[src/hw/rtl/frbc_pkg.sv]
// Shared constants, types and helpers of the FIFO-replacement block cache.
package frbc_pkg;

   localparam int CAPACITY    = 16;
   localparam int HANDLE_BITS = 32;

   localparam int KEY_BITS    = 64;
   localparam int IN_HANDLE_BITS = 32;
   localparam int SLOT_BITS   = (CAPACITY > 1) ? $clog2(CAPACITY) : 1;
   localparam int COUNT_BITS  = $clog2(CAPACITY + 1);
   localparam int LIMIT_BITS  = 5;
   localparam int CMP_BITS    = (COUNT_BITS > LIMIT_BITS) ? COUNT_BITS : LIMIT_BITS;
   localparam int ENTRY_BITS  = KEY_BITS + HANDLE_BITS;

   localparam int REQ_TDATA_BITS = 96;
   localparam int RSP_TDATA_BITS = 40;

   localparam logic [LIMIT_BITS-1:0] MAX_ENTRIES_RESET = 5'd16;

   localparam logic [1:0] OP_ADD        = 2'd0;
   localparam logic [1:0] OP_LOOKUP     = 2'd1;
   localparam logic [1:0] OP_INVALIDATE = 2'd2;

   typedef enum logic [1:0] {
      ST_IDLE,
      ST_EXEC,
      ST_SCAN,
      ST_DONE
   } state_type;

   typedef struct packed {
      logic [KEY_BITS-1:0]    key;
      logic [HANDLE_BITS-1:0] handle;
   } entry_type;

   typedef struct packed {
      logic                 wr_en;
      logic [SLOT_BITS-1:0] wr_addr;
      entry_type            wr_data;
      logic [SLOT_BITS-1:0] rd_addr;
   } ram_cmd_type;

   // (slot + off) mod CAPACITY, valid while off <= CAPACITY
   function automatic logic [SLOT_BITS-1:0] ring_add(input logic [SLOT_BITS-1:0] slot,
                                                     input logic [COUNT_BITS-1:0] off);
      logic [COUNT_BITS:0] sum;
      sum = (COUNT_BITS+1)'(slot) + (COUNT_BITS+1)'(off);
      if (sum >= (COUNT_BITS+1)'(CAPACITY)) begin
         sum = sum - (COUNT_BITS+1)'(CAPACITY);
      end
      return SLOT_BITS'(sum);
   endfunction

   function automatic logic [SLOT_BITS-1:0] ring_inc(input logic [SLOT_BITS-1:0] slot);
      logic [SLOT_BITS-1:0] nxt;
      if (slot == SLOT_BITS'(CAPACITY - 1)) begin
         nxt = '0;
      end else begin
         nxt = slot + SLOT_BITS'(1);
      end
      return nxt;
   endfunction

endpackage

[src/hw/rtl/frbc_ram.sv]
// Generic simple dual-port RAM, one write and one registered read port.
module frbc_ram #(
   parameter int WIDTH = 8,
   parameter int DEPTH = 16
) (
   input  logic                     clock,
   input  logic                     wr_en,
   input  logic [$clog2(DEPTH)-1:0] wr_addr,
   input  logic [WIDTH-1:0]         wr_data,
   input  logic [$clog2(DEPTH)-1:0] rd_addr,
   output logic [WIDTH-1:0]         rd_data
);

   logic [WIDTH-1:0] mem_ff [DEPTH];
   logic [WIDTH-1:0] rd_data_ff;

   always_ff @(posedge clock) begin
      if (wr_en) begin
         mem_ff[wr_addr] <= wr_data;
      end
      rd_data_ff <= mem_ff[rd_addr];
   end

   assign rd_data = rd_data_ff;

endmodule

[src/hw/rtl/frbc_engine.sv]
// Command sequencer: add / lookup scan / invalidate over the entry RAM, result register.
module frbc_engine (
   input  logic                                clock,
   input  logic                                reset,
   input  logic [frbc_pkg::COUNT_BITS-1:0]     limit,
   input  logic                                req_valid,
   output logic                                req_ready,
   input  logic [1:0]                          req_opcode,
   input  logic [frbc_pkg::KEY_BITS-1:0]       req_key,
   input  logic [frbc_pkg::IN_HANDLE_BITS-1:0] req_handle,
   output frbc_pkg::ram_cmd_type               ram_cmd,
   input  frbc_pkg::entry_type                 ram_rd_data,
   output logic                                rsp_valid,
   input  logic                                rsp_ready,
   output logic                                rsp_hit,
   output logic [frbc_pkg::IN_HANDLE_BITS-1:0] rsp_handle,
   output logic                                rsp_evicted
);

   frbc_pkg::state_type state_ff, state_in;

   logic [1:0]                          op_ff, op_in;
   logic [frbc_pkg::KEY_BITS-1:0]       key_ff, key_in;
   logic [frbc_pkg::IN_HANDLE_BITS-1:0] handle_ff, handle_in;

   logic [frbc_pkg::SLOT_BITS-1:0]  oldest_ff, oldest_in;
   logic [frbc_pkg::COUNT_BITS-1:0] count_ff, count_in;
   logic [frbc_pkg::COUNT_BITS-1:0] idx_ff, idx_in;
   logic [frbc_pkg::SLOT_BITS-1:0]  scan_slot_ff, scan_slot_in;
   logic                            pend_ff, pend_in;
   logic                            hit_ff, hit_in;
   logic [frbc_pkg::IN_HANDLE_BITS-1:0] found_ff, found_in;

   logic                                rsp_valid_ff, rsp_valid_in;
   logic                                rsp_hit_ff, rsp_hit_in;
   logic [frbc_pkg::IN_HANDLE_BITS-1:0] rsp_handle_ff, rsp_handle_in;
   logic                                rsp_evicted_ff, rsp_evicted_in;

   logic                            out_free;
   logic                            evict;
   logic                            issue;
   logic                            match;
   logic [frbc_pkg::COUNT_BITS-1:0] drop;
   logic [frbc_pkg::SLOT_BITS-1:0]  add_oldest;
   logic [frbc_pkg::COUNT_BITS-1:0] add_base;
   logic [frbc_pkg::SLOT_BITS-1:0]  add_slot;

   assign out_free = !rsp_valid_ff || rsp_ready;

   // add: drop oldest entries until the new one fits under the limit
   assign evict      = (count_ff >= limit);
   assign drop       = count_ff - limit + frbc_pkg::COUNT_BITS'(1);
   assign add_oldest = evict ? frbc_pkg::ring_add(oldest_ff, drop) : oldest_ff;
   assign add_base   = evict ? (limit - frbc_pkg::COUNT_BITS'(1)) : count_ff;
   assign add_slot   = frbc_pkg::ring_add(add_oldest, add_base);

   assign issue = (idx_ff != count_ff);
   assign match = pend_ff && (ram_rd_data.key == key_ff);

   always_comb begin
      state_in       = state_ff;
      op_in          = op_ff;
      key_in         = key_ff;
      handle_in      = handle_ff;
      oldest_in      = oldest_ff;
      count_in       = count_ff;
      idx_in         = idx_ff;
      scan_slot_in   = scan_slot_ff;
      pend_in        = 1'b0;
      hit_in         = hit_ff;
      found_in       = found_ff;
      rsp_valid_in   = rsp_valid_ff && !rsp_ready;
      rsp_hit_in     = rsp_hit_ff;
      rsp_handle_in  = rsp_handle_ff;
      rsp_evicted_in = rsp_evicted_ff;

      ram_cmd.wr_en   = 1'b0;
      ram_cmd.wr_addr = add_slot;
      ram_cmd.wr_data.key    = key_ff;
      ram_cmd.wr_data.handle = frbc_pkg::HANDLE_BITS'(handle_ff);
      ram_cmd.rd_addr = scan_slot_ff;

      case (state_ff)
         frbc_pkg::ST_IDLE: begin
            if (req_valid) begin
               op_in     = req_opcode;
               key_in    = req_key;
               handle_in = req_handle;
               state_in  = frbc_pkg::ST_EXEC;
            end
         end
         frbc_pkg::ST_EXEC: begin
            if (op_ff == frbc_pkg::OP_LOOKUP) begin
               idx_in       = '0;
               scan_slot_in = oldest_ff;
               state_in     = frbc_pkg::ST_SCAN;
            end else if (out_free) begin
               rsp_valid_in   = 1'b1;
               rsp_hit_in     = 1'b0;
               rsp_handle_in  = '0;
               rsp_evicted_in = 1'b0;
               state_in       = frbc_pkg::ST_IDLE;
               case (op_ff)
                  frbc_pkg::OP_ADD: begin
                     ram_cmd.wr_en  = 1'b1;
                     oldest_in      = add_oldest;
                     count_in       = add_base + frbc_pkg::COUNT_BITS'(1);
                     rsp_evicted_in = evict;
                  end
                  frbc_pkg::OP_INVALIDATE: begin
                     oldest_in = '0;
                     count_in  = '0;
                  end
                  default: begin
                  end
               endcase
            end
         end
         frbc_pkg::ST_SCAN: begin
            // read of entry idx-1 lands now; first match (oldest) wins
            if (match) begin
               hit_in   = 1'b1;
               found_in = frbc_pkg::IN_HANDLE_BITS'(ram_rd_data.handle);
               state_in = frbc_pkg::ST_DONE;
            end else if (!issue && !pend_ff) begin
               hit_in   = 1'b0;
               found_in = '0;
               state_in = frbc_pkg::ST_DONE;
            end else begin
               pend_in = issue;
               if (issue) begin
                  idx_in       = idx_ff + frbc_pkg::COUNT_BITS'(1);
                  scan_slot_in = frbc_pkg::ring_inc(scan_slot_ff);
               end
            end
         end
         frbc_pkg::ST_DONE: begin
            if (out_free) begin
               rsp_valid_in   = 1'b1;
               rsp_hit_in     = hit_ff;
               rsp_handle_in  = found_ff;
               rsp_evicted_in = 1'b0;
               state_in       = frbc_pkg::ST_IDLE;
            end
         end
         default: begin
            state_in = frbc_pkg::ST_IDLE;
         end
      endcase
   end

   always_ff @(posedge clock) begin
      if (reset) begin
         state_ff     <= frbc_pkg::ST_IDLE;
         oldest_ff    <= '0;
         count_ff     <= '0;
         pend_ff      <= 1'b0;
         rsp_valid_ff <= 1'b0;
      end else begin
         state_ff     <= state_in;
         oldest_ff    <= oldest_in;
         count_ff     <= count_in;
         pend_ff      <= pend_in;
         rsp_valid_ff <= rsp_valid_in;
      end
   end

   always_ff @(posedge clock) begin
      op_ff          <= op_in;
      key_ff         <= key_in;
      handle_ff      <= handle_in;
      idx_ff         <= idx_in;
      scan_slot_ff   <= scan_slot_in;
      hit_ff         <= hit_in;
      found_ff       <= found_in;
      rsp_hit_ff     <= rsp_hit_in;
      rsp_handle_ff  <= rsp_handle_in;
      rsp_evicted_ff <= rsp_evicted_in;
   end

   assign req_ready   = (state_ff == frbc_pkg::ST_IDLE);
   assign rsp_valid   = rsp_valid_ff;
   assign rsp_hit     = rsp_hit_ff;
   assign rsp_handle  = rsp_handle_ff;
   assign rsp_evicted = rsp_evicted_ff;

endmodule

[src/hw/rtl/fifo_replacement_block_cache.sv]
// Top level of the FIFO-replacement block cache.
// A fully associative table of 64-bit block keys with buffer handles, kept as a ring in one
// RAM and replaced oldest first. Every request beat (opcode in req_tuser: add, lookup,
// invalidate all) returns exactly one response beat. A lookup reads one entry per cycle
// through the single RAM read port, oldest first, stopping at the first match; it reads at
// most the current fill, 16 entries with the default capacity. A finished response sits in
// an output register, so the next request is taken while it waits. csr_wdata sets the entry
// limit (0 acts as 1, values above the capacity act as the capacity); write it only while
// the block is idle. The RAM needs no clearing after reset.
module fifo_replacement_block_cache (
   input  logic                                clock,
   input  logic                                reset,
   input  logic                                csr_we,
   input  logic [frbc_pkg::LIMIT_BITS-1:0]     csr_wdata,      // max_entries
   input  logic                                req_tvalid,
   output logic                                req_tready,
   input  logic [frbc_pkg::REQ_TDATA_BITS-1:0] req_tdata,      // block_key, buffer_handle
   input  logic [1:0]                          req_tuser,      // opcode
   output logic                                rsp_tvalid,
   input  logic                                rsp_tready,
   output logic [frbc_pkg::RSP_TDATA_BITS-1:0] rsp_tdata,      // found_handle, evicted, pad
   output logic                                rsp_tuser       // hit
);

   logic [frbc_pkg::LIMIT_BITS-1:0] max_entries_ff, max_entries_in;
   logic [frbc_pkg::CMP_BITS-1:0]   limit_wide;
   logic [frbc_pkg::COUNT_BITS-1:0] limit;

   frbc_pkg::ram_cmd_type ram_cmd;
   frbc_pkg::entry_type   ram_rd_data;
   logic [frbc_pkg::ENTRY_BITS-1:0] ram_rd_bits;

   logic                                rsp_hit;
   logic [frbc_pkg::IN_HANDLE_BITS-1:0] rsp_handle;
   logic                                rsp_evicted;

   assign max_entries_in = csr_we ? csr_wdata : max_entries_ff;

   always_ff @(posedge clock) begin
      if (reset) begin
         max_entries_ff <= frbc_pkg::MAX_ENTRIES_RESET;
      end else begin
         max_entries_ff <= max_entries_in;
      end
   end

   always_comb begin
      limit_wide = frbc_pkg::CMP_BITS'(max_entries_ff);
      if (limit_wide == '0) begin
         limit_wide = frbc_pkg::CMP_BITS'(1);
      end else if (limit_wide > frbc_pkg::CMP_BITS'(frbc_pkg::CAPACITY)) begin
         limit_wide = frbc_pkg::CMP_BITS'(frbc_pkg::CAPACITY);
      end
      limit = frbc_pkg::COUNT_BITS'(limit_wide);
   end

   frbc_engine u_engine (
      .clock       (clock),
      .reset       (reset),
      .limit       (limit),
      .req_valid   (req_tvalid),
      .req_ready   (req_tready),
      .req_opcode  (req_tuser),
      .req_key     (req_tdata[63:0]),
      .req_handle  (req_tdata[95:64]),
      .ram_cmd     (ram_cmd),
      .ram_rd_data (ram_rd_data),
      .rsp_valid   (rsp_tvalid),
      .rsp_ready   (rsp_tready),
      .rsp_hit     (rsp_hit),
      .rsp_handle  (rsp_handle),
      .rsp_evicted (rsp_evicted)
   );

   frbc_ram #(
      .WIDTH (frbc_pkg::ENTRY_BITS),
      .DEPTH (frbc_pkg::CAPACITY)
   ) u_entry_ram (
      .clock   (clock),
      .wr_en   (ram_cmd.wr_en),
      .wr_addr (ram_cmd.wr_addr),
      .wr_data (ram_cmd.wr_data),
      .rd_addr (ram_cmd.rd_addr),
      .rd_data (ram_rd_bits)
   );

   assign ram_rd_data = ram_rd_bits;

   assign rsp_tdata = {7'd0, rsp_evicted, rsp_handle};
   assign rsp_tuser = rsp_hit;

endmodule

[config.mk]
export PLATFORM = sky130hd
export DESIGN_NAME = fifo_replacement_block_cache
export DESIGN_NICKNAME = d
export VERILOG_FILES = /design/src/hw/rtl/frbc_pkg.sv /design/src/hw/rtl/frbc_ram.sv /design/src/hw/rtl/frbc_engine.sv /design/src/hw/rtl/fifo_replacement_block_cache.sv
export SDC_FILE = /design/constraint.sdc
export NUM_CORES = 2
export LEC_CHECK = 0
export CAP_MARGIN = 20
export CORE_MARGIN = 10
export CORE_UTILIZATION = 57
export DETAILED_ROUTE_END_ITERATION = 6
export DONT_BUFFER_PORTS = 1
export GPL_TIMING_DRIVEN = 0
export PLACE_DENSITY = 0.75
export SLEW_MARGIN = 10
export SYNTH_ARGS = -nofsm -noshare
export SYNTH_HDL_FRONTEND = slang
export SYNTH_SLANG_ARGS = --single-unit
export TNS_END_PERCENT = 1
[constraint.sdc]
create_clock -name clock -period 7.3 [get_ports clock]
set_clock_uncertainty 0.05 [all_clocks]
set_input_delay 0.365 -clock clock [delete_from_list [all_inputs] [get_ports clock]]
set_output_delay 0.365 -clock clock [all_outputs]
set_load 0.1 [all_outputs]
==> flow_summary.yaml <==
clock_network:
  clkTransAtPathRegs_ps: 70
  cts.sinks: 1824
  cts_buffers: 176
  cts_resized: 0
  cts_htree_levels: 4
  cts_root_buf: "clkbuf_16"
  cts_tree: "built"
  clk_latency_ps: 800
  clock_path_buffers: 3
floorplanning:
  rows: 127
  io_pins: 151
  start_util_pct: 57.4
  dieArea_mm2: 0.135
  fp.coreArea_mm2: 0.120
  die-width_um: 367
  chipHeight_um: 367
critical_path:
  rr_startpoint: "max_entries_ff[2]"
  crit_chain: "nor3_1 -> o21ai_0 -> ha_1 -> ha_1 -> inv_1 -> fa_1 -> inv_1 -> ha_1 -> xor2_1 -> a21oi_1 -> ha_1 -> a21o_1 -> a31oi_1 -> xnor2_2 -> nor2_4 -> buf_16 -> buf_16 -> buf_16"
  path_common_cell: "ha_1"
  reg2reg_to: "u_entry_ram.mem_ff[12][59]"
  end_kind: "flip-flop"
  required_ps: 7740
  cp.arrival_ps: 6140
  crit_path_start_kind: "flip-flop"
  crit_path_max_fanout: 18
  crit_type: "reg -> reg"
  slowest_stage: "nor2_4"
  critPathTopFamily: "adder cells"
  reg2reg_slack_ps: 1600
  reg2regPathDepth: 18
  slowest_delay_ps: 690
  cp.buffers_inverters: 5
grt:
  grt_antenna_before_repair: 18
  track_usage_pct: 24.6
  grt_overflow: 0
  grt_start_max_net_pins: 45
  grt_pass1_wl_mm: 245
  grt_pass1_vias: 36400
sta:
  period_share_pct: 78.1
  final-setup-viol-count: 0
  fmax_mhz: 175
  drv_slew: 0
  worstMarginPinSlew_ps: 1230
  rsz0062_at_grt: "false"
  setup_slack_ps: 1600
  hold_viol_final: 0
  relSlewSlack_pct: 17.9
  period_needed_ps: 5700
  hold_slack_ps: 56.4
logic_synthesis:
  syn_area_per_cell_um2: 19.3
  yosysUniqueCellTypes: 64
  yosysWarnings: 0
  synth-edff-count: 1710
  synth-async-reset-ratio_pct: 0
  synth_flop_cell: "edfxtp_1"
  netlist_instances: 3562
  yosysSeqAreaShare_pct: 78.0
  ys_ff_latch: 1824
  syn_area_mm2: 0.0688
finish:
  final_cell_mix: "edfxtp_1, mux2i_1, o21ai_0, mux4_2, clkbuf_16"
  final_common_cell: "edfxtp_1"
  fillerInstances: 7514
  areaGrowthSynthToFinish_pct: 15.8
  final_util_pct: 66.5
  nNetsFinal: 4078
  drive_above_1_share_pct: 17.7
  finalInstanceArea_mm2: 0.0797
detailed_routing:
  drc: 0
  totalWireLength_mm: 168
  ant_nets: 0
  firstDrtPassIters: 6
  vias: 36100
  drt_iter0_drc: 4791
  wl_per_cell_um: 29.4
  via_per_inst: 6.32
status:
  status: "finished clean"
placement:
  preCtsSetupSlack_ps: 1640
  hpwl_mm: 109
  port_buffers: 0
  post_dp_cell_area_mm2: 0.0726
  gp_congestion: 0.829
power:
  power_density_mw_per_mm2: 286
  peakVddDrop_v: 0.000240
  leakage_nw: 26.3
min_path:
  min_from: "req_tvalid"
  min_to: "u_engine.handle_ff[5]"
  hold_class: "in -> reg"
  hold_depth: 1
run:
  max_cap_viol_count: 0
## what timing repair did
action                     CTS  global route
setup endpoints to repair    0             0
hold endpoints to repair   109             0
hold buffers               113             0
buffers inserted             0             0
## worst reg2reg max path: stages, from the launching register on
cell	delay (ps)
dfxtp_1	400
nor3_1	70
o21ai_0	460
ha_1	270
ha_1	140
inv_1	50
fa_1	530
inv_1	40
ha_1	310
xor2_1	150
a21oi_1	240
ha_1	330
a21o_1	200
a31oi_1	390
xnor2_2	400
nor2_4	700
buf_16	250
buf_16	200
buf_16	190
## worst max path at each step
| stage | start | end | slack, ps | cells after the start |
|---|---|---|---|---|
| 2_1_floorplan | max_entries_ff[2] | u_entry_ram.mem_ff[1][0] | -720 | 15 |
| 3_3_place_gp | max_entries_ff[2] | u_entry_ram.mem_ff[2][50] | -6060 | 15 |
| 3_5_place_dp | max_entries_ff[3] | u_entry_ram.mem_ff[2][59] | 1640 | 18 |
| 4_1_cts | max_entries_ff[3] | u_entry_ram.mem_ff[2][64] | 1590 | 18 |
| 5_1_grt | max_entries_ff[2] | u_entry_ram.mem_ff[12][59] | 1300 | 18 |
| 6_report | max_entries_ff[2] | u_entry_ram.mem_ff[12][59] | 1600 | 18 |
## logic make-up (layout without fill, tap and decap cells)
logic type	Yosys count	after routing	synth area share (%)
compound gates	542	542	5.02
xor+xnor	66	66	0.904
fa+ha+maj	24	24	0.469
buf+inv	220	752	1.33
flops	1824	1824	78.0
mux	584	584	12.2
other cells	1	10	0.00545
simple gates	301	301	2.14
## per-layer routing
| layer | wire length [um] | vias to the layer above | share of wire [%] | global-route usage [%] |
|---|---|---|---|---|
| met5 | 86 | - | 0.051 | 0 |
| li1 | - | 15100 | - | - |
| met2 | 83400 | 2078 | 50 | 40.4 |
| met4 | 5380 | 16 | 3.2 | 8.98 |
| met3 | 15900 | 322 | 9.4 | 5.44 |
| met1 | 63400 | 18500 | 38 | 32.2 |
## state kept, by name, summed over array words and instances (netlist names), 2 cells and up
signal and count:
u_engine.oldest_ff 4, u_engine.key_ff 64, u_engine.scan_slot_ff 4, u_entry_ram.rd_data 96, u_engine.found_ff 32, max_entries_ff 5, u_engine.idx_ff 5, u_entry_ram.mem_ff 1536
u_engine.handle_ff 32, u_engine.count_ff 5, u_engine.state_ff 2, u_engine.op_ff 2, u_engine.rsp_handle 32
## report_power, final
| group | internal, mW | switching (mW) |
|---|---|---|
| Combinational | 0.593 | 0.999 |
| Clock | 5.22 | 3.84 |
| Sequential | 11.7 | 0.382 |
## area by class of cell
cell class | instances | area [um^2] | area share [%]
sequential | 1824 | 53600 | 67.3
multi-input combinational | 1524 | 14400 | 18.1
clock buffer | 244 | 4910 | 6.17
timing repair buffer | 200 | 2920 | 3.66
tap | 1612 | 2020 | 2.53
clock inverter | 88 | 868 | 1.09
buffer | 185 | 791 | 0.992
inverter | 35 | 131 | 0.165
antenna | 3 | 7.51 | 0.00942
## through the flow
stage	TNS, ps	power [mW]	cells
floorplan	-1084780	13.2	3568
global placement	-8452310	13.8	5180
detailed placement	0	13.8	5257
CTS	0	22.8	5702
global route	0	23.4	5713
finish	0	22.8	5715
## synth_stat cells (47+ instances only)
cell         n  area [um^2]
clkbuf_1   109          409
buf_2       47          235
dfxtp_1    114         2280
mux2_2      96         1080
a221oi_1    96          841
a22oi_1    100          751
o21ai_0    200         1000
mux2i_1    295         2950
edfxtp_1  1710        51300
and2_1      68          425
a21oi_1    109          546
mux4_2     192         4320
nand2_1    117          439
(Power assumes the default switching activity.)
